`src/hw/rtl/msqw_pkg.sv`:
```
// Shared types and constants for the multi-server queue wait block.
// No dependencies; imported by every module of the block.
package msqw_pkg;

  localparam int SERVERS_DEF = 16;
  localparam int TICK_W      = 32;
  localparam int SRV_IDX_W   = 4;
  localparam int CFG_W       = 5;

  localparam logic [CFG_W-1:0] ACTIVE_RST = 5'd1;

  typedef struct packed {
    logic [TICK_W-1:0] arrival_time;
    logic [TICK_W-1:0] service_time;
  } in_item_t;

  typedef struct packed {
    logic [TICK_W-1:0]    queue_delay;
    logic [SRV_IDX_W-1:0] server_index;
  } out_item_t;

  typedef enum logic [1:0] {
    ST_IDLE,
    ST_SCAN,
    ST_DRAIN,
    ST_UPDATE
  } ctrl_state_t;

  // Commands from controller to datapath
  typedef struct packed {
    logic start;
    logic scan;
    logic update;
  } dp_cmd_t;

  // Status from datapath to controller
  typedef struct packed {
    logic scan_last;
  } dp_sts_t;

endpackage

```
`src/hw/rtl/msqw_ctrl.sv`:
```
// Controller state machine for the multi-server queue wait block.
// Depends on msqw_pkg; drives datapath commands and the handshakes.
module msqw_ctrl (
  input  logic              clk,
  input  logic              rst_n,
  input  logic              in_valid,
  output logic              in_stall,
  output logic              out_valid,
  input  logic              out_stall,
  output msqw_pkg::dp_cmd_t cmd,
  input  msqw_pkg::dp_sts_t sts
);
  import msqw_pkg::*;

  ctrl_state_t state_r, state_nxt;
  logic        out_valid_r, out_valid_nxt;
  logic        out_free;

  // Result register can take a new item this cycle
  assign out_free = !out_valid_r || !out_stall;

  // Next state
  always_comb begin
    state_nxt = state_r;
    unique case (state_r)
      ST_IDLE:   if (in_valid) state_nxt = ST_SCAN;
      ST_SCAN:   if (sts.scan_last) state_nxt = ST_DRAIN;
      ST_DRAIN:  state_nxt = ST_UPDATE;
      ST_UPDATE: if (out_free) state_nxt = ST_IDLE;
      default:   state_nxt = ST_IDLE;
    endcase
  end

  // Outputs
  always_comb begin
    cmd      = '0;
    in_stall = 1'b1;
    unique case (state_r)
      ST_IDLE: begin
        in_stall  = 1'b0;
        cmd.start = in_valid;
      end
      ST_SCAN:   cmd.scan   = 1'b1;
      ST_DRAIN:  cmd        = '0;
      ST_UPDATE: cmd.update = out_free;
      default:   cmd        = '0;
    endcase
  end

  // Result valid: set on update, cleared when taken
  always_comb begin
    out_valid_nxt = out_valid_r;
    if (cmd.update) begin
      out_valid_nxt = 1'b1;
    end else if (!out_stall) begin
      out_valid_nxt = 1'b0;
    end
  end

  always_ff @(posedge clk) begin
    if (!rst_n) begin
      state_r     <= ST_IDLE;
      out_valid_r <= 1'b0;
    end else begin
      state_r     <= state_nxt;
      out_valid_r <= out_valid_nxt;
    end
  end

  assign out_valid = out_valid_r;

endmodule

```
`src/hw/rtl/msqw_datapath.sv`:
```
// Datapath: server free-time store, sequential scan and result register.
// Depends on msqw_pkg; steered by msqw_ctrl through dp_cmd_t.
module msqw_datapath #(
  parameter int SERVERS = msqw_pkg::SERVERS_DEF
) (
  input  logic                           clk,
  input  logic                           rst_n,
  input  msqw_pkg::in_item_t             in_item,
  input  logic                           cfg_wr_en,
  input  logic [msqw_pkg::CFG_W-1:0]     cfg_wr_data,
  input  msqw_pkg::dp_cmd_t              cmd,
  output msqw_pkg::dp_sts_t              sts,
  output msqw_pkg::out_item_t            out_item
);
  import msqw_pkg::*;

  localparam int IDX_W = (SERVERS > 1) ? $clog2(SERVERS) : 1;
  localparam int CNT_W = $clog2(SERVERS + 1);
  localparam int CMP_W = (CNT_W > CFG_W) ? CNT_W : CFG_W;

  // Free-time store; entries not yet written read as zero
  logic [TICK_W-1:0]  mem [SERVERS];
  logic [SERVERS-1:0] vld_r;

  logic [CFG_W-1:0]  active_r;
  logic [TICK_W-1:0] arrival_r, service_r;
  logic [IDX_W-1:0]  rd_cnt_r;
  logic [TICK_W-1:0] rd_data_r;
  logic              rd_vld_r;
  logic              cmp_en_r;
  logic [IDX_W-1:0]  cmp_idx_r;
  logic              idle_found_r;
  logic [IDX_W-1:0]  idle_idx_r;
  logic [TICK_W-1:0] best_r;
  logic [IDX_W-1:0]  best_idx_r;
  out_item_t         out_item_r;

  logic [CMP_W-1:0]  n_eff;
  logic [IDX_W-1:0]  last_idx;
  logic [TICK_W-1:0] cur_val;
  logic [IDX_W-1:0]  chosen;
  logic [TICK_W-1:0] base;
  logic [TICK_W:0]   sum;
  logic [TICK_W-1:0] new_free;

  // Effective server count, clamped to 1..SERVERS
  always_comb begin
    if (active_r == '0) begin
      n_eff = CMP_W'(1);
    end else if (CMP_W'(active_r) > CMP_W'(SERVERS)) begin
      n_eff = CMP_W'(SERVERS);
    end else begin
      n_eff = CMP_W'(active_r);
    end
  end

  assign last_idx      = IDX_W'(n_eff - CMP_W'(1));
  assign sts.scan_last = (rd_cnt_r == last_idx);

  // Configuration register
  always_ff @(posedge clk) begin
    if (!rst_n) begin
      active_r <= ACTIVE_RST;
    end else if (cfg_wr_en) begin
      active_r <= cfg_wr_data;
    end
  end

  // Item capture
  always_ff @(posedge clk) begin
    if (cmd.start) begin
      arrival_r <= in_item.arrival_time;
      service_r <= in_item.service_time;
    end
  end

  // Read side: one server per cycle, data registered
  always_ff @(posedge clk) begin
    if (cmd.scan) begin
      rd_data_r <= mem[rd_cnt_r];
      rd_vld_r  <= vld_r[rd_cnt_r];
      cmp_idx_r <= rd_cnt_r;
    end
  end

  always_ff @(posedge clk) begin
    if (!rst_n) begin
      rd_cnt_r <= '0;
      cmp_en_r <= 1'b0;
    end else begin
      cmp_en_r <= cmd.scan;
      if (cmd.start) begin
        rd_cnt_r <= '0;
      end else if (cmd.scan) begin
        rd_cnt_r <= rd_cnt_r + IDX_W'(1);
      end
    end
  end

  assign cur_val = rd_vld_r ? rd_data_r : '0;

  // Compare stage: first idle server and earliest free server
  always_ff @(posedge clk) begin
    if (cmd.start) begin
      idle_found_r <= 1'b0;
      idle_idx_r   <= '0;
      best_r       <= '1;
      best_idx_r   <= '0;
    end else if (cmp_en_r) begin
      if (!idle_found_r && (cur_val < arrival_r)) begin
        idle_found_r <= 1'b1;
        idle_idx_r   <= cmp_idx_r;
      end
      if (cur_val < best_r) begin
        best_r     <= cur_val;
        best_idx_r <= cmp_idx_r;
      end
    end
  end

  // Update: pick server, saturating new free time
  assign chosen   = idle_found_r ? idle_idx_r : best_idx_r;
  assign base     = idle_found_r ? arrival_r : best_r;
  assign sum      = {1'b0, base} + {1'b0, service_r};
  assign new_free = sum[TICK_W] ? '1 : sum[TICK_W-1:0];

  always_ff @(posedge clk) begin
    if (cmd.update) begin
      mem[chosen] <= new_free;
    end
  end

  always_ff @(posedge clk) begin
    if (!rst_n) begin
      vld_r <= '0;
    end else if (cmd.update) begin
      vld_r[chosen] <= 1'b1;
    end
  end

  // Result register
  always_ff @(posedge clk) begin
    if (cmd.update) begin
      out_item_r.queue_delay  <= idle_found_r ? '0 : (best_r - arrival_r);
      out_item_r.server_index <= SRV_IDX_W'(chosen);
    end
  end

  assign out_item = out_item_r;

endmodule

```
`src/hw/rtl/multi_server_queue_wait_core.sv`:
```
// Top level of the multi-server queue wait block.
// Depends on msqw_pkg, msqw_ctrl and msqw_datapath.
//
// Usage:
//   Input channel in_valid / in_stall / in_item carries one customer
//   (arrival and service time). Result channel out_valid / out_stall /
//   out_item returns its wait time and assigned server index, one result
//   per item, in order. cfg_wr_en / cfg_wr_data write the active server
//   count; write it only while the block is idle.
//   The effective active server count N lies in 1..SERVERS. The block
//   takes one item at a time and stalls the input until its result is
//   written back. The scan reads the free-time store through a single
//   read port, one server per cycle, then a drain step for the last
//   compare and an update step for the write-back.
//   A new item is accepted while a finished result still waits in the
//   output register; a stalled receiver holds out_item and the block waits
//   to write back the following item until the register frees.
//   Reset (synchronous, rst_n low) clears all free times to zero and sets
//   the active count to one; no clearing pass is needed.
module multi_server_queue_wait_core #(
  parameter int SERVERS = msqw_pkg::SERVERS_DEF
) (
  input  logic                       clk,
  input  logic                       rst_n,
  input  logic                       in_valid,
  output logic                       in_stall,
  input  msqw_pkg::in_item_t         in_item,
  output logic                       out_valid,
  input  logic                       out_stall,
  output msqw_pkg::out_item_t        out_item,
  input  logic                       cfg_wr_en,
  input  logic [msqw_pkg::CFG_W-1:0] cfg_wr_data
);
  import msqw_pkg::*;

  dp_cmd_t cmd;
  dp_sts_t sts;

  // Sequencer
  msqw_ctrl u_ctrl (
    .clk       (clk),
    .rst_n     (rst_n),
    .in_valid  (in_valid),
    .in_stall  (in_stall),
    .out_valid (out_valid),
    .out_stall (out_stall),
    .cmd       (cmd),
    .sts       (sts)
  );

  // Store, scan and result register
  msqw_datapath #(
    .SERVERS (SERVERS)
  ) u_dp (
    .clk         (clk),
    .rst_n       (rst_n),
    .in_item     (in_item),
    .cfg_wr_en   (cfg_wr_en),
    .cfg_wr_data (cfg_wr_data),
    .cmd         (cmd),
    .sts         (sts),
    .out_item    (out_item)
  );

endmodule

```
`config.mk`:
```
export PLATFORM = sky130hd
export DESIGN_NAME = multi_server_queue_wait_core
export DESIGN_NICKNAME = d
export VERILOG_FILES = /design/src/hw/rtl/msqw_pkg.sv /design/src/hw/rtl/msqw_ctrl.sv /design/src/hw/rtl/msqw_datapath.sv /design/src/hw/rtl/multi_server_queue_wait_core.sv
export SDC_FILE = /design/constraint.sdc
export NUM_CORES = 1
export LEC_CHECK = 0
export ABC_AREA = 0
export BUFFER_PORTS_ARGS = -buffer_cell sky130_fd_sc_hd__buf_2
export CAP_MARGIN = 5
export CORE_MARGIN = 2
export CORE_UTILIZATION = 30
export CTS_BUF_LIST = sky130_fd_sc_hd__clkbuf_8
export CTS_CLUSTER_DIAMETER = 120
export CTS_CLUSTER_SIZE = 28
export DETAILED_ROUTE_END_ITERATION = 16
export PLACE_DENSITY_LB_ADDON = 0.1
export SETUP_SLACK_MARGIN = 0.15
export SLEW_MARGIN = 20
export SYNTH_ARGS = -nofsm -noshare
export SYNTH_HDL_FRONTEND = slang
export SYNTH_SLANG_ARGS = --single-unit
```
`constraint.sdc`:
```
create_clock -name clk -period 4.1 [get_ports clk]
set_input_delay 0.82 -clock clk [delete_from_list [all_inputs] [get_ports clk]]
set_output_delay 0.82 -clock clk [all_outputs]
set_load 0.01 [all_outputs]
```
# Yosys cells after proc, flatten, opt, wreduce, memory -nomap -nowiden
# Memories as Yosys holds them, arrays and structs flattened. A register that Yosys moved wholly into a read port is not among the register bits.
# Cells that the tools add are included.
dict set report classes {
  n_eq_ne 8
  reduce_logical 12
  mux 22
  n_lt_le_gt_ge 6
  bitwise 2
  addsub 4
}
# operator count
set ops {}
lappend ops {{32-bit two-way mux} 3}
lappend ops {{32-bit less-than comparator} 2}
lappend ops {{32-bit by 32-bit adder with 33-bit output} 1}
lappend ops {{32-bit subtractor} 1}
lappend ops {{16-bit OR} 1}
lappend ops {{4-bit two-way mux} 3}
lappend ops {{4-bit by 5-bit less-than comparator with 1-bit output (second input constant)} 2}
lappend ops {{1-bit two-way mux} 10}
lappend ops {{2-bit case mux with 4 select lines} 1}
lappend ops {{2-bit two-way mux} 3}
lappend ops {{5-bit > comparator (second input constant)} 1}
lappend ops {{5-bit zero test} 1}
lappend ops {{4-bit by 1-bit adder with 4-bit output (second input constant)} 1}
lappend ops {{1-bit binary-select mux with 4-bit select} 1}
lappend ops {{1-bit demux with 4-bit select} 1}
lappend ops {{2-bit equality test (second input constant)} 2}
lappend ops {{4-bit equality test} 1}
lappend ops {{4-bit by 1-bit >= comparator with 1-bit output (second input constant)} 1}
lappend ops {{2-bit by 1-bit inequality test with 1-bit output (second input constant)} 2}
lappend ops {{2-bit inequality test (second input constant)} 2}
lappend ops {{2-bit AND reduction} 2}
lappend ops {{4-bit by 1-bit subtractor with 4-bit output (second input constant)} 1}
lappend ops {{1-bit zero test} 3}
lappend ops {{3-bit AND reduction} 1}
lappend ops {{other kinds (6)} 7}
dict set report word_totals {
  elab_cells 71
  output_inout_bits 38
  ff_bits 175
  memories 1
  ramBits 512
  inputBits 74
}
# name words word_bits read_ports rd_ports_with_merged_regs write_ports line_no
set mem_list {}
lappend mem_list {u_dp.mem 16 32 1 1 1 msqw_datapath.sv:22} ;# logic [TICK_W-1:0] mem [SERVERS];

# Depth between registers and ports, before layout
# Gate-level depths: netlist of run 1.
dict set report depth {
  word_depth 7
  mapped_depth 17
  ltp_nobuf 12
}

# Cells and area by module
# A second synthesis of run 1 with hierarchy kept.
dict set report hier_totals {
  hier_cells 1990
  hier_area_um2 31716.7
}
# module seq_area_each_um2 cells_each area_each_um2 n_inst
set by_module_without_submodules {}
lappend by_module_without_submodules {msqw_datapath 20830.0 1965 31492.7 1}
lappend by_module_without_submodules {msqw_ctrl 60.1 25 224.0 1}

# Worst setup path before layout of run 1
# OpenSTA, ideal clock, no wires.
dict set report synth_path {
  path_kind {register to register}
  from {register u_dp.idle_found_r}
  to {memory u_dp.mem[0][26] (data pin)}
  arrival_ns 3.871
  setup_ns 0.330
  t_required_ns 3.770
  synth_period_minus_slack_ns 4.202
  n_path_buf 3
  slack_ns -0.102
  path_stages_with_launch 16
  cell_sequence {dfxtp_1 -> clkbuf_1 -> clkbuf_1 -> clkbuf_1 -> nand2_1 -> o21ai_0 -> ha_1 -> fa_1 -> a211oi_1 -> o21ai_0 -> o211ai_1 -> nand3b_1 -> a21oi_1 -> o21a_1 -> mux2_2 -> o21ai_0}
}
dict set report synth_via {
  elab_chain_cells 3
}
# item line_no
set synth_rtl {}
lappend synth_rtl {{start, declared} msqw_datapath.sv:32} ;# logic idle_found_r;
lappend synth_rtl {{start signal, assigned} msqw_datapath.sv:105} ;# idle_found_r <= 1'b0;
lappend synth_rtl {{start signal, assigned} msqw_datapath.sv:111} ;# idle_found_r <= 1'b1;
lappend synth_rtl {{32-bit two-way mux} msqw_datapath.sv:123} ;# assign base = idle_found_r ? arrival_r : best_r;
lappend synth_rtl {{32-bit by 32-bit adder with 33-bit output} msqw_datapath.sv:124} ;# assign sum = {1'b0, base} + {1'b0, service_r};
lappend synth_rtl {{32-bit two-way mux} msqw_datapath.sv:125} ;# assign new_free = sum[TICK_W] ? '1 : sum[TICK_W-1:0];
lappend synth_rtl {{named net u_dp.new_free[26]} msqw_datapath.sv:44} ;# logic [TICK_W-1:0] new_free;
lappend synth_rtl {{end, declared} msqw_datapath.sv:22}
# The timed path passes the listed nets, and every way through them passes these cells.

# Final worst setup path of run 1
dict set report layout_path {
  from {register u_dp.idle_found_r}
  to {memory u_dp.mem[8][29] (data pin)}
}
dict set report layout_via {
  elab_chain_cells 3
}
# item line_no
set layout_rtl {}
lappend layout_rtl {{32-bit two-way mux} msqw_datapath.sv:123}
lappend layout_rtl {{32-bit by 32-bit adder with 33-bit output} msqw_datapath.sv:124}
lappend layout_rtl {{32-bit two-way mux} msqw_datapath.sv:125}
# Every way passes these cells.

==> run_summary.xml, run 1 <==
<?xml version="1.0" encoding="UTF-8"?>
<metrics>
  <group name="synth">
    <metric name="post_synth_main_area_contributors" unit="">sky130_fd_sc_hd__edfxtp_1 61%, sky130_fd_sc_hd__mux4_2 12%, sky130_fd_sc_hd__ha_1 5.2%</metric>
    <metric name="syn-num-nets" unit="">2246</metric>
    <metric name="synth_enable_flop_cells" unit="">649</metric>
    <metric name="netlist_area" unit="um2">31870</metric>
    <metric name="synth.yosys.warnings" unit="">0</metric>
    <metric name="post-synth-top-area-cell" unit="">sky130_fd_sc_hd__edfxtp_1</metric>
    <metric name="syn_area_per_cell" unit="um2">15.64</metric>
    <metric name="synth.ff_latch_count" unit="">719</metric>
    <metric name="synth-main-ff-cell" unit="">sky130_fd_sc_hd__edfxtp_1</metric>
    <metric name="yosys.cell_types.count" unit="">67</metric>
    <metric name="synth_commonest_cells" unit="">649 x sky130_fd_sc_hd__edfxtp_1, 165 x sky130_fd_sc_hd__mux4_2, 132 x sky130_fd_sc_hd__ha_1</metric>
    <metric name="async_reset_ff_frac" unit="">0</metric>
    <metric name="yosys.area_share.xor_xnor" unit="">0.01512</metric>
    <metric name="post_synth_mux_area_share" unit="">0.1235</metric>
    <metric name="netlist_instances" unit="">2038</metric>
    <metric name="yosys.area_share.simple" unit="">0.06098</metric>
    <metric name="synth_most_common_cell" unit="">sky130_fd_sc_hd__edfxtp_1</metric>
    <metric name="ys_seq_area_frac" unit="">0.6556</metric>
    <metric name="synth_top_family_by_area" unit="">multiplexers</metric>
    <metric name="yosysTopAreaCellShare" unit="">0.6116</metric>
    <metric name="synth-compound-area-share" unit="">0.06985</metric>
    <metric name="synth_adder_area_share" unit="">0.05309</metric>
  </group>
  <group name="drt">
    <metric name="ant_nets" unit="">0</metric>
    <metric name="drc_errors" unit="">0</metric>
    <metric name="post_route_wl" unit="um">88210</metric>
    <metric name="drtPass1Iterations" unit="">8</metric>
    <metric name="detail_route.vias_per_cell" unit="">4.970</metric>
    <metric name="drtIter0Drc" unit="">1117</metric>
    <metric name="detail_route.wl_per_cell" unit="um">24.62</metric>
    <metric name="vias" unit="">17802</metric>
  </group>
  <group name="timing">
    <metric name="max_clock_freq" unit="GHz">0.2677</metric>
    <metric name="worstMarginPinSlew" unit="ns">0.9371</metric>
    <metric name="fin_worst_skew" unit="ns">0.03640</metric>
    <metric name="clock_period_minus_worst_slack" unit="ns">3.736</metric>
    <metric name="rsz0062_at_grt" unit="">no</metric>
    <metric name="fin_worst_hold_slack" unit="ns">0.2114</metric>
    <metric name="finalSetupViolCount" unit="">0</metric>
    <metric name="timing_max_transition_violations_final" unit="">0</metric>
    <metric name="finalSetupTns" unit="ns">0</metric>
    <metric name="slew_headroom" unit="">0.3753</metric>
    <metric name="layout_worst_path_cycle_share" unit="">0.9112</metric>
    <metric name="hold_viol_final" unit="">0</metric>
  </group>
  <group name="power">
    <metric name="part_of_the_total_power_dissipated_in_combinational_logic" unit="">0.434</metric>
    <metric name="internal_power" unit="uW">15560</metric>
    <metric name="part_of_the_total_power_dissipated_in_the_clock_network" unit="">0.116</metric>
    <metric name="powerDensity" unit="nW/um2">716.2</metric>
    <metric name="swShare" unit="">0.3872</metric>
    <metric name="p_seq_frac" unit="">0.450</metric>
    <metric name="switching_power" unit="uW">9832</metric>
    <metric name="vdd_ir_drop_max" unit="mV">0.3045</metric>
    <metric name="total_leakage_power" unit="uW">0.01206</metric>
  </group>
  <group name="cts">
    <metric name="cts.sinks" unit="">719</metric>
    <metric name="ctsLongestPathBuffers" unit="">3</metric>
    <metric name="clk_pin_slew_worst_paths" unit="ns">0.18</metric>
    <metric name="clock_insertion_delay_worst_skew" unit="ns">0.77</metric>
    <metric name="htree_levels" unit="">1</metric>
    <metric name="clockRootBuffer" unit="">sky130_fd_sc_hd__clkbuf_8</metric>
    <metric name="numCtsBuffers" unit="">30</metric>
    <metric name="tritoncts" unit="">built</metric>
  </group>
  <group name="placement">
    <metric name="gp_congestion" unit="">0.8223</metric>
    <metric name="post-place-cells" unit="">3517</metric>
    <metric name="place.detailed.hpwl" unit="um">54750</metric>
    <metric name="place.port_buffers" unit="">111</metric>
  </group>
  <group name="worst_setup_path">
    <metric name="crit_path_max_fanout" unit="">11</metric>
    <metric name="criticalPathCategory" unit="">reg -&gt; reg</metric>
    <metric name="worst-r2r-cell-count" unit="">15</metric>
    <metric name="critical_path.startpoint_type" unit="">flop</metric>
    <metric name="max_stage_delay_cell_worst_path" unit="">sky130_fd_sc_hd__dfxtp_4</metric>
    <metric name="critical_path_cell_sequence" unit="">buf_4 &gt; o21ai_0 &gt; ha_1 &gt; a211oi_2 &gt; o21ai_2 &gt; o211ai_1 &gt; buf_4 &gt; buf_4 &gt; nand4_1 &gt; a31oi_2 &gt; o21a_4 &gt; buf_12 &gt; buf_16 &gt; nand2_1 &gt; mux2_2</metric>
    <metric name="worst-endpoint-arrival" unit="ns">4.26</metric>
    <metric name="r2r-start" unit="">u_dp.idle_found_r</metric>
    <metric name="end_kind" unit="">flop</metric>
    <metric name="reg2reg_to" unit="">u_dp.mem[8][29]</metric>
    <metric name="crit_path_max_incr_delay" unit="ns">0.41</metric>
    <metric name="critical_path_required_time" unit="ns">4.62</metric>
    <metric name="critPathBufInv" unit="">5</metric>
    <metric name="cp_top_family" unit="">compound AO/OA/AOI/OAI gates</metric>
    <metric name="path_common_cell" unit="">sky130_fd_sc_hd__buf_4</metric>
    <metric name="ff2ff_setup_slack" unit="ns">0.36</metric>
  </group>
  <group name="status">
    <metric name="outcome" unit="">completed</metric>
  </group>
  <group name="global_routing">
    <metric name="grt_pass1_wl" unit="um">127300</metric>
    <metric name="grt_antenna_before_repair" unit="">4</metric>
    <metric name="grt.overflow.total" unit="">0</metric>
    <metric name="gr-usage-all-layers" unit="">0.1605</metric>
    <metric name="grt_start_max_net_pins" unit="">58</metric>
    <metric name="via_count_of_the_first_global_routing_pass" unit="">18456</metric>
  </group>
  <group name="min_path">
    <metric name="hold_depth" unit="">1</metric>
    <metric name="holdPathEnd" unit="">u_dp.arrival_r[17]</metric>
    <metric name="worst_hold_startpoint" unit="">in_item[49]</metric>
    <metric name="hold_class" unit="">in -&gt; reg</metric>
  </group>
  <group name="floorplan">
    <metric name="ioPinCount" unit="">112</metric>
    <metric name="core_area" unit="um2">105300</metric>
    <metric name="initial_core_util" unit="">0.3027</metric>
    <metric name="die_x" unit="um">329.9</metric>
    <metric name="placementRows" unit="">119</metric>
    <metric name="die_height" unit="um">329.9</metric>
    <metric name="total_die_area" unit="um2">108800</metric>
  </group>
  <group name="cells_and_area">
    <metric name="post-route-util" unit="">0.3368</metric>
    <metric name="area_growth_synth_to_finish" unit="%">11.27</metric>
    <metric name="nets" unit="">2373</metric>
    <metric name="drive_gt1_frac" unit="">0.2069</metric>
    <metric name="final_cells" unit="">3582</metric>
  </group>
  <group name="flow_run">
    <metric name="cap_violations" unit="">0</metric>
  </group>
</metrics>
==> power by group through the flow <==
stage | clock (uW) | combinational, uW | sequential [uW]
floorplan | 0 | 6950 | 11300
CTS | 3130 | 11000 | 11500
global route | 3320 | 12200 | 11500
global placement | 0 | 10500 | 11600
finish | 2940 | 11000 | 11400
detailed placement | 0 | 10600 | 11600
==> state kept, by name, indices dropped and copies added (netlist names) <==
register,count
u_dp.cmp_en_r,1
u_dp.idle_idx_r,4
u_dp.active_r,5
u_ctrl.out_valid,1
u_dp.idle_found_r,1
u_dp.out_item,36
u_dp.rd_cnt_r,4
u_dp.service_r,32
u_ctrl.state_r,2
u_dp.rd_vld_r,1
u_dp.best_r,32
u_dp.cmp_idx_r,4
u_dp.best_idx_r,4
u_dp.vld_r,16
u_dp.arrival_r,32
u_dp.rd_data_r,32
u_dp.mem,512
==> metal layers <==
| metal | track usage | vias to the layer above | wire, um |
|---|---|---|---|
| li1 | - | 8146 | - |
| met1 | 0.2219 | 9329 | 40410 |
| met2 | 0.2767 | 266 | 43700 |
| met3 | 0.01417 | 61 | 2597 |
| met4 | 0.03152 | 0 | 1504 |
| met5 | 0 | - | 0 |
==> cells by family (layout without fill, tap and decap cells) <==
logic type,Yosys count,count (layout)
mux,186,187
flops,719,719
simple gates,416,416
xor+xnor,55,55
fa+ha+maj,134,134
buf+inv,172,322
other cells,0,2
compound gates,356,356
==> area by class of cell <==
type,count,area [um2]
Timing Repair Buffer,183,1436
Clock buffer,31,426.7
Clock inverter,25,126.4
Fill cell,10096,69810
Sequential cell,719,20900
Tap cell,1391,1740
Multi-Input combinational cell,1148,10500
Antenna cell,2,5.005
Inverter,83,312.8
==> cells in the final DEF, fill, tap and decap left out, types with 4 or more instances in the layout <==
master	synthesis	routed
sky130_fd_sc_hd__ha_1	132	130
sky130_fd_sc_hd__inv_1	81	101
sky130_fd_sc_hd__mux2i_1	13	12
sky130_fd_sc_hd__a31oi_1	9	8
sky130_fd_sc_hd__a211oi_1	7	5
sky130_fd_sc_hd__o21ai_2	0	4
sky130_fd_sc_hd__o21ai_0	104	100
sky130_fd_sc_hd__nand4_1	21	21
sky130_fd_sc_hd__nor3_1	52	52
sky130_fd_sc_hd__nand2_1	115	104
sky130_fd_sc_hd__buf_12	0	25
sky130_fd_sc_hd__a211o_1	6	6
sky130_fd_sc_hd__nand2_2	0	11
sky130_fd_sc_hd__a21o_1	53	53
sky130_fd_sc_hd__nor2_1	118	102
sky130_fd_sc_hd__or2_2	5	5
sky130_fd_sc_hd__o21ai_1	10	10
sky130_fd_sc_hd__nand3_1	26	26
sky130_fd_sc_hd__mux2_2	6	6
sky130_fd_sc_hd__o21bai_1	5	5
sky130_fd_sc_hd__a211oi_2	4	6
sky130_fd_sc_hd__nand2b_1	9	9
sky130_fd_sc_hd__o31ai_1	4	4
sky130_fd_sc_hd__nor2b_1	18	18
sky130_fd_sc_hd__nor2_4	0	16
sky130_fd_sc_hd__buf_4	3	44
sky130_fd_sc_hd__xnor2_1	32	32
sky130_fd_sc_hd__xor2_1	23	23
sky130_fd_sc_hd__edfxtp_1	649	649
sky130_fd_sc_hd__o21a_1	6	5
sky130_fd_sc_hd__and3_1	6	6
sky130_fd_sc_hd__dfxtp_1	70	65
sky130_fd_sc_hd__or3_1	4	4
sky130_fd_sc_hd__buf_2	20	111
sky130_fd_sc_hd__clkbuf_8	0	31
sky130_fd_sc_hd__and2_1	33	33
sky130_fd_sc_hd__mux4_2	165	165
sky130_fd_sc_hd__o211ai_1	12	12
sky130_fd_sc_hd__a21oi_1	106	105
==> worst max-delay path by stage <==
stage	from	end	slack, ns	cells after the start
after floorplan	u_dp.idle_found_r	u_dp.mem[0][26]	0.22	15
after global placement	u_dp.arrival_r[0]	u_dp.mem[14][26]	-0.08	13
after detailed placement	u_dp.arrival_r[0]	u_dp.mem[13][26]	-0.09	13
after CTS	u_dp.idle_found_r	u_dp.mem[8][31]	0.12	15
after global routing	u_dp.best_r[1]	u_dp.mem[9][31]	0.12	12
final	u_dp.idle_found_r	u_dp.mem[8][29]	0.36	15
==> metrics by stage <==
stage	total power [uW]	setup WS, ns	cell area, um2
after global routing	27010	0.1243	35450
after CTS	25550	0.1189	35370
after global placement	22100	-0.07763	34710
after detailed placement	22270	-0.09381	34710
after floorplan	18260	0.2181	31870
final	25390	0.3641	35460
==> worst reg2reg max path, delay by kind of cell, from the launching register on <==
kind | cells | cell delay, ns
flops | 1 | 0.41
compound gates | 6 | 1.40
mux | 1 | 0.36
fa+ha+maj | 1 | 0.35
simple gates | 2 | 0.23
buf+inv | 5 | 0.73
==> repair_timing <==
item | in CTS | in global routing
endpoints found under the setup margin | 501 | 512
gates cloned | 1 | 1
hold buffers | 0 | 0
gates resized for setup | 13 | 17
setup buffers | 4 | 1
pin swaps | 0 | 4
(Power assumes the default switching activity.)
==> run 2: changes to the inputs <==
CAP_MARGIN = 20   (was 5)
CORE_ASPECT_RATIO = 2   (was not set)
==> run 2 against run 1 <==
Hold slack got worse by 0.030 ns. Clock skew rose by 0.020 ns. Non-clock buffer count rose by 21. Core utilization fell by 0.20 points. Cell area fell by 0.17%. Combinational power barely moved. First-iteration DRC count rose by 11%. Count of clock-buffer cells in the layout fell by 2. Die area rose by 0.15%. Cell count fell by 0.17%. Largest cell class unchanged.
==> run_summary.xml, run 2 (synthesized netlist as in run 1, its figures left out) <==
<?xml version="1.0" encoding="UTF-8"?>
<metrics>
  <group name="status">
    <metric name="outcome" unit="">completed</metric>
  </group>
  <group name="power">
    <metric name="internal_power" unit="uW">15650</metric>
    <metric name="total_leakage_power" unit="uW">0.01212</metric>
    <metric name="swShare" unit="">0.3800</metric>
    <metric name="p_seq_frac" unit="">0.449</metric>
    <metric name="finalPower" unit="uW">25240</metric>
    <metric name="part_of_the_total_power_dissipated_in_the_clock_network" unit="">0.113</metric>
    <metric name="vdd_ir_drop_max" unit="mV">0.3304</metric>
    <metric name="switching_power" unit="uW">9594</metric>
    <metric name="powerDensity" unit="nW/um2">713.2</metric>
    <metric name="part_of_the_total_power_dissipated_in_combinational_logic" unit="">0.438</metric>
  </group>
  <group name="worst_setup_path">
    <metric name="ff2ff_setup_slack" unit="ns">0.40</metric>
    <metric name="worst-endpoint-arrival" unit="ns">4.13</metric>
    <metric name="criticalPathCategory" unit="">reg -&gt; reg</metric>
    <metric name="critical_path.startpoint_type" unit="">flop</metric>
    <metric name="crit_path_max_fanout" unit="">83</metric>
    <metric name="critical_path_required_time" unit="ns">4.53</metric>
    <metric name="end_kind" unit="">flop</metric>
  </group>
  <group name="timing">
    <metric name="max_clock_freq" unit="GHz">0.2700</metric>
    <metric name="finalSetupTns" unit="ns">0</metric>
    <metric name="finalSetupViolCount" unit="">0</metric>
    <metric name="clock_period_minus_worst_slack" unit="ns">3.704</metric>
    <metric name="worstMarginPinSlew" unit="ns">0.8588</metric>
    <metric name="fin_worst_skew" unit="ns">0.05642</metric>
    <metric name="timing_max_transition_violations_final" unit="">0</metric>
    <metric name="layout_worst_path_cycle_share" unit="">0.9035</metric>
    <metric name="slew_headroom" unit="">0.4275</metric>
    <metric name="fin_worst_hold_slack" unit="ns">0.1813</metric>
    <metric name="rsz0062_at_grt" unit="">yes</metric>
    <metric name="hold_viol_final" unit="">0</metric>
  </group>
  <group name="placement">
    <metric name="dp_area" unit="um2">34870</metric>
    <metric name="post-place-cells" unit="">3521</metric>
    <metric name="place.port_buffers" unit="">111</metric>
    <metric name="gp_congestion" unit="">0.8062</metric>
    <metric name="place.detailed.hpwl" unit="um">59050</metric>
  </group>
  <group name="cells_and_area">
    <metric name="layout_commonest_cell" unit="">sky130_fd_sc_hd__edfxtp_1</metric>
    <metric name="area_growth_synth_to_finish" unit="%">11.08</metric>
    <metric name="max_flop_register" unit="">u_dp.mem</metric>
    <metric name="fillerInstances" unit="">10253</metric>
    <metric name="largest_reg_flops" unit="">512</metric>
    <metric name="mostFrequentLayoutCells" unit="">649 x sky130_fd_sc_hd__edfxtp_1, 165 x sky130_fd_sc_hd__mux4_2, 131 x sky130_fd_sc_hd__ha_1</metric>
    <metric name="final_cells" unit="">3576</metric>
    <metric name="nets" unit="">2392</metric>
    <metric name="final_cell_area" unit="um2">35400</metric>
    <metric name="drive_gt1_frac" unit="">0.2034</metric>
  </group>
  <group name="floorplan">
    <metric name="total_die_area" unit="um2">109000</metric>
    <metric name="die_height" unit="um">464.9</metric>
    <metric name="placementRows" unit="">169</metric>
    <metric name="die_x" unit="um">234.5</metric>
    <metric name="core_area" unit="um2">105700</metric>
    <metric name="initial_core_util" unit="">0.3014</metric>
    <metric name="ioPinCount" unit="">112</metric>
  </group>
  <group name="drt">
    <metric name="vias" unit="">17923</metric>
    <metric name="drtIter0Drc" unit="">1241</metric>
    <metric name="detail_route.vias_per_cell" unit="">5.012</metric>
    <metric name="ant_nets" unit="">0</metric>
    <metric name="drc_errors" unit="">0</metric>
    <metric name="post_route_wl" unit="um">90080</metric>
    <metric name="detail_route.wl_per_cell" unit="um">25.19</metric>
    <metric name="drtPass1Iterations" unit="">4</metric>
  </group>
  <group name="cts">
    <metric name="clock_insertion_delay_worst_skew" unit="ns">0.79</metric>
    <metric name="cts.sinks" unit="">719</metric>
    <metric name="clk_pin_slew_worst_paths" unit="ns">0.20</metric>
    <metric name="post-cts-setup-buffer-count" unit="">0</metric>
    <metric name="htree_levels" unit="">1</metric>
    <metric name="tritoncts" unit="">built</metric>
    <metric name="numCtsBuffers" unit="">29</metric>
    <metric name="cts_resized" unit="">0</metric>
    <metric name="clockRootBuffer" unit="">sky130_fd_sc_hd__clkbuf_8</metric>
    <metric name="ctsLongestPathBuffers" unit="">3</metric>
    <metric name="postCtsHoldBufs" unit="">0</metric>
  </group>
  <group name="flow_run">
    <metric name="cap_violations" unit="">0</metric>
  </group>
  <group name="global_routing">
    <metric name="via_count_of_the_first_global_routing_pass" unit="">19321</metric>
    <metric name="grt_start_max_net_pins" unit="">84</metric>
    <metric name="grt_pass1_wl" unit="um">130700</metric>
    <metric name="grt_antenna_before_repair" unit="">2</metric>
    <metric name="grt.overflow.total" unit="">0</metric>
    <metric name="gr-usage-all-layers" unit="">0.1646</metric>
  </group>
  <group name="min_path">
    <metric name="hold_class" unit="">in -&gt; reg</metric>
  </group>
</metrics>
[run 2: cell types whose count changed in the layout (fill, tap and decap cells not counted), moves of 2 or more]
cell,delta
sky130_fd_sc_hd__buf_12,-2
sky130_fd_sc_hd__clkbuf_8,-2
sky130_fd_sc_hd__inv_1,+2
sky130_fd_sc_hd__buf_4,+26
sky130_fd_sc_hd__a211oi_1,+2
sky130_fd_sc_hd__o21ai_2,-2
sky130_fd_sc_hd__nand2_1,+11
sky130_fd_sc_hd__nand2_2,-11
sky130_fd_sc_hd__buf_6,-2
sky130_fd_sc_hd__clkinv_8,-2
sky130_fd_sc_hd__o21ai_1,+2
sky130_fd_sc_hd__a211oi_2,-2
[run 2: final timing paths]
check                                       start            endpoint  depth (start not counted)
worst max-delay path            u_dp.idle_found_r    u_dp.mem[15][15]                         12
worst min-delay path                  in_item[44]  u_dp.arrival_r[12]                          1
worst max register to register  u_dp.idle_found_r    u_dp.mem[15][15]                         12
worst min register to register      u_dp.vld_r[4]       u_dp.vld_r[4]                          2
[run 2: metal layers]
layer  track usage  wire (um)
met5             0          0
met4       0.04908       2581
met3       0.01135       2377
met2        0.3120      49050
met1        0.1953      36070
[run 2: power groups by stage]
stage	registers, uW	clock network, uW	logic, uW
floorplan	11300	0	6950
global placement	11500	0	11000
detailed placement	11500	0	11200
CTS	11300	3050	11200
global route	11400	3250	12300
finish	11300	2860	11100
[run 2: critical path, stage by stage (launching register included)]
cell	delay (ns)
sky130_fd_sc_hd__dfxtp_4	0.42
sky130_fd_sc_hd__buf_12	0.30
sky130_fd_sc_hd__o21ai_0	0.18
sky130_fd_sc_hd__ha_1	0.38
sky130_fd_sc_hd__and3_1	0.25
sky130_fd_sc_hd__and3_1	0.23
sky130_fd_sc_hd__a22oi_1	0.18
sky130_fd_sc_hd__buf_4	0.19
sky130_fd_sc_hd__nand4_1	0.11
sky130_fd_sc_hd__a31oi_1	0.23
sky130_fd_sc_hd__o21a_1	0.22
sky130_fd_sc_hd__buf_12	0.21
sky130_fd_sc_hd__nand2_1	0.33
[run 2: final cells by class]
type	count	area [um2]	area share
well taps	1368	1712	0.04836
diodes	1	2.502	0.00007070
clock buffers	29	399.1	0.01128
inverters	83	312.8	0.008837
flip-flops and latches	719	20900	0.5906
multi-input cells	1147	10420	0.2944
repair buffers	204	1541	0.04355
clock inverters	25	105.1	0.002969
[run 2: per-stage QoR]
| stage | setup slack [ns] | utilization |
|---|---|---|
| floorplan | 0.2181 | - |
| global placement | 0.3557 | 0.3299 |
| detailed placement | 0.3379 | 0.3299 |
| CTS | 0.2760 | 0.3346 |
| global route | 0.04683 | 0.3348 |
| finish | 0.3957 | 0.3348 |
==> run 3: changes to the inputs <==
CORE_UTILIZATION = 45   (was 30)
==> run 3 against run 2 <==
Clock skew is 0.0016 ns lower. Wire length is 12% lower. Global-route usage is 5.2 points higher. Combinational power is 8% lower. First-iteration DRC count is 11% higher. Register-to-register slack worse by 0.08 ns. Critical endpoint is now u_dp.mem[4][11]. Sequential power hardly changed. Count of clock-buffer cells in the layout stayed put. Core utilization is 16 points higher. Critical path type unchanged. Non-clock buffer count is 30 lower.
==> run_summary.xml, run 3 (synthesized netlist as in run 1, its figures left out) <==
<?xml version="1.0" encoding="UTF-8"?>
<metrics>
  <group name="power">
    <metric name="part_of_the_total_power_dissipated_in_combinational_logic" unit="">0.419</metric>
    <metric name="swShare" unit="">0.3777</metric>
    <metric name="internal_power" unit="uW">15230</metric>
    <metric name="powerDensity" unit="nW/um2">707.1</metric>
    <metric name="vdd_ir_drop_max" unit="mV">0.4052</metric>
    <metric name="finalPower" unit="uW">24480</metric>
    <metric name="part_of_the_total_power_dissipated_in_the_clock_network" unit="">0.114</metric>
    <metric name="switching_power" unit="uW">9243</metric>
    <metric name="total_leakage_power" unit="uW">0.01199</metric>
    <metric name="p_seq_frac" unit="">0.467</metric>
  </group>
  <group name="cells_and_area">
    <metric name="largest_reg_flops" unit="">512</metric>
    <metric name="drive_gt1_frac" unit="">0.1994</metric>
    <metric name="mostFrequentLayoutCells" unit="">649 x sky130_fd_sc_hd__edfxtp_1, 165 x sky130_fd_sc_hd__mux4_2, 131 x sky130_fd_sc_hd__ha_1</metric>
    <metric name="area_growth_synth_to_finish" unit="%">8.623</metric>
    <metric name="nets" unit="">2362</metric>
    <metric name="final_cell_area" unit="um2">34610</metric>
    <metric name="layout_commonest_cell" unit="">sky130_fd_sc_hd__edfxtp_1</metric>
    <metric name="max_flop_register" unit="">u_dp.mem</metric>
    <metric name="final_cells" unit="">3088</metric>
    <metric name="post-route-util" unit="">0.4913</metric>
  </group>
  <group name="floorplan">
    <metric name="core_area" unit="um2">70450</metric>
    <metric name="die_height" unit="um">380.3</metric>
    <metric name="total_die_area" unit="um2">73090</metric>
    <metric name="initial_core_util" unit="">0.4523</metric>
    <metric name="placementRows" unit="">138</metric>
    <metric name="die_x" unit="um">192.2</metric>
    <metric name="ioPinCount" unit="">112</metric>
  </group>
  <group name="global_routing">
    <metric name="grt_antenna_before_repair" unit="">1</metric>
    <metric name="gr-usage-all-layers" unit="">0.2167</metric>
    <metric name="grt.overflow.total" unit="">0</metric>
    <metric name="grt_start_max_net_pins" unit="">64</metric>
    <metric name="grt_pass1_wl" unit="um">116100</metric>
    <metric name="via_count_of_the_first_global_routing_pass" unit="">17672</metric>
  </group>
  <group name="drt">
    <metric name="vias" unit="">17933</metric>
    <metric name="drc_errors" unit="">0</metric>
    <metric name="drtPass1Iterations" unit="">5</metric>
    <metric name="post_route_wl" unit="um">79650</metric>
    <metric name="drtIter0Drc" unit="">1380</metric>
    <metric name="detail_route.vias_per_cell" unit="">5.807</metric>
    <metric name="ant_nets" unit="">0</metric>
    <metric name="detail_route.wl_per_cell" unit="um">25.79</metric>
  </group>
  <group name="worst_setup_path">
    <metric name="reg2reg_to" unit="">u_dp.mem[4][11]</metric>
    <metric name="crit_path_max_fanout" unit="">16</metric>
    <metric name="criticalPathCategory" unit="">reg -&gt; reg</metric>
    <metric name="critical_path_required_time" unit="ns">4.48</metric>
    <metric name="setup.worst_path.start" unit="">u_dp.arrival_r[0]</metric>
    <metric name="worst-r2r-cell-count" unit="">13</metric>
    <metric name="worst-endpoint-arrival" unit="ns">4.17</metric>
    <metric name="critical_path.startpoint_type" unit="">flop</metric>
    <metric name="end_kind" unit="">flop</metric>
    <metric name="r2r-start" unit="">u_dp.arrival_r[0]</metric>
    <metric name="ff2ff_setup_slack" unit="ns">0.31</metric>
  </group>
  <group name="timing">
    <metric name="slew_headroom" unit="">0.3106</metric>
    <metric name="worstMarginPinSlew" unit="ns">1.027</metric>
    <metric name="rsz0062_at_grt" unit="">no</metric>
    <metric name="layout_worst_path_cycle_share" unit="">0.9238</metric>
    <metric name="clock_period_minus_worst_slack" unit="ns">3.787</metric>
    <metric name="max_clock_freq" unit="GHz">0.2640</metric>
    <metric name="fin_worst_skew" unit="ns">0.05483</metric>
    <metric name="hold_viol_final" unit="">0</metric>
    <metric name="finalSetupViolCount" unit="">0</metric>
    <metric name="timing_max_transition_violations_final" unit="">0</metric>
  </group>
  <group name="placement">
    <metric name="place.port_buffers" unit="">111</metric>
    <metric name="dp_area" unit="um2">34010</metric>
    <metric name="place.detailed.hpwl" unit="um">51010</metric>
    <metric name="post-place-cells" unit="">3032</metric>
    <metric name="gp_congestion" unit="">0.8462</metric>
  </group>
  <group name="cts">
    <metric name="tritoncts" unit="">built</metric>
    <metric name="htree_levels" unit="">1</metric>
    <metric name="numCtsBuffers" unit="">29</metric>
    <metric name="ctsLongestPathBuffers" unit="">3</metric>
    <metric name="clockRootBuffer" unit="">sky130_fd_sc_hd__clkbuf_8</metric>
    <metric name="postCtsHoldBufs" unit="">0</metric>
    <metric name="clk_pin_slew_worst_paths" unit="ns">0.20</metric>
    <metric name="clock_insertion_delay_worst_skew" unit="ns">0.76</metric>
    <metric name="cts.sinks" unit="">719</metric>
    <metric name="post-cts-setup-buffer-count" unit="">0</metric>
  </group>
  <group name="status">
    <metric name="outcome" unit="">completed</metric>
  </group>
  <group name="min_path">
    <metric name="holdPathEnd" unit="">u_dp.arrival_r[17]</metric>
    <metric name="worst_hold_startpoint" unit="">in_item[49]</metric>
    <metric name="hold_depth" unit="">1</metric>
    <metric name="hold_class" unit="">in -&gt; reg</metric>
  </group>
  <group name="flow_run">
    <metric name="cap_violations" unit="">0</metric>
  </group>
</metrics>
## run 3: cell types whose count changed in the layout (fill, tap and decap cells not counted), moves of 5 or more
cell and change:
sky130_fd_sc_hd__buf_4 -26, sky130_fd_sc_hd__nand2_1 -13, sky130_fd_sc_hd__nand2_2 +13, sky130_fd_sc_hd__buf_12 -5
## run 3: layer usage
layer  up-vias  part of all wire  track usage
met5         -                 0            0
met2       528              0.48       0.3495
li1       8133                 -            -
met1      9205              0.45       0.3229
met4         0             0.020      0.04608
met3        67             0.050      0.01826
## run 3: repair_timing
item / in CTS / in global routing
pin swaps: 0 / 0
cloned: 0 / 1
setup endpoints to repair: 122 / 496
resized for setup: 2 / 20
## run 3: worst max-delay path, cell delays in order (launching register included)
cell	delay (ns)
sky130_fd_sc_hd__edfxtp_1	0.45
sky130_fd_sc_hd__nand2_1	0.08
sky130_fd_sc_hd__o21ai_0	0.11
sky130_fd_sc_hd__ha_1	0.25
sky130_fd_sc_hd__fa_1	0.43
sky130_fd_sc_hd__a211oi_1	0.28
sky130_fd_sc_hd__o21ai_1	0.20
sky130_fd_sc_hd__o211ai_1	0.22
sky130_fd_sc_hd__buf_4	0.17
sky130_fd_sc_hd__nand4_1	0.16
sky130_fd_sc_hd__a31oi_4	0.27
sky130_fd_sc_hd__o21a_4	0.22
sky130_fd_sc_hd__buf_12	0.20
sky130_fd_sc_hd__nand2_1	0.33
## run 3: power groups by stage
| stage | combinational, uW | sequential [uW] | clock [uW] |
|---|---|---|---|
| after CTS | 10000 | 11500 | 2890 |
| final | 10200 | 11400 | 2790 |
| after global placement | 9880 | 11600 | 0 |
| after detailed placement | 9980 | 11600 | 0 |
| after global routing | 11300 | 11500 | 3100 |
| after floorplan | 6950 | 11300 | 0 |
## run 3: per-stage QoR
stage,setup slack (ns),hold WS (ns),TNS [ns]
detailed placement,-0.01884,0.4558,-0.2977
global route,0.1409,0.1944,0
finish,0.3125,0.2428,0
global placement,0.1120,0.4462,0
CTS,0.1202,0.1882,0
floorplan,0.2181,0.4064,0
## run 3: worst max-delay path by stage
stage                        to  slack (ns)  cells after the start
2_1_floorplan   u_dp.mem[0][26]        0.22                     15
3_3_place_gp    u_dp.mem[6][26]        0.11                     13
3_5_place_dp    u_dp.mem[7][26]       -0.02                     13
4_1_cts        u_dp.mem[10][29]        0.12                     14
5_1_grt         u_dp.mem[15][6]        0.14                     13
6_report        u_dp.mem[4][11]        0.31                     13
## run 3: area by class of cell
cell class,instances,area (um2)
inverter,83,312.8
fill,6086,35830
sequential,719,20910
clock buffer,29,399.1
multi-input combinational,1147,10480
clock inverter,25,105.1
timing repair buffer,174,1271
antenna,1,2.502
tap,910,1139
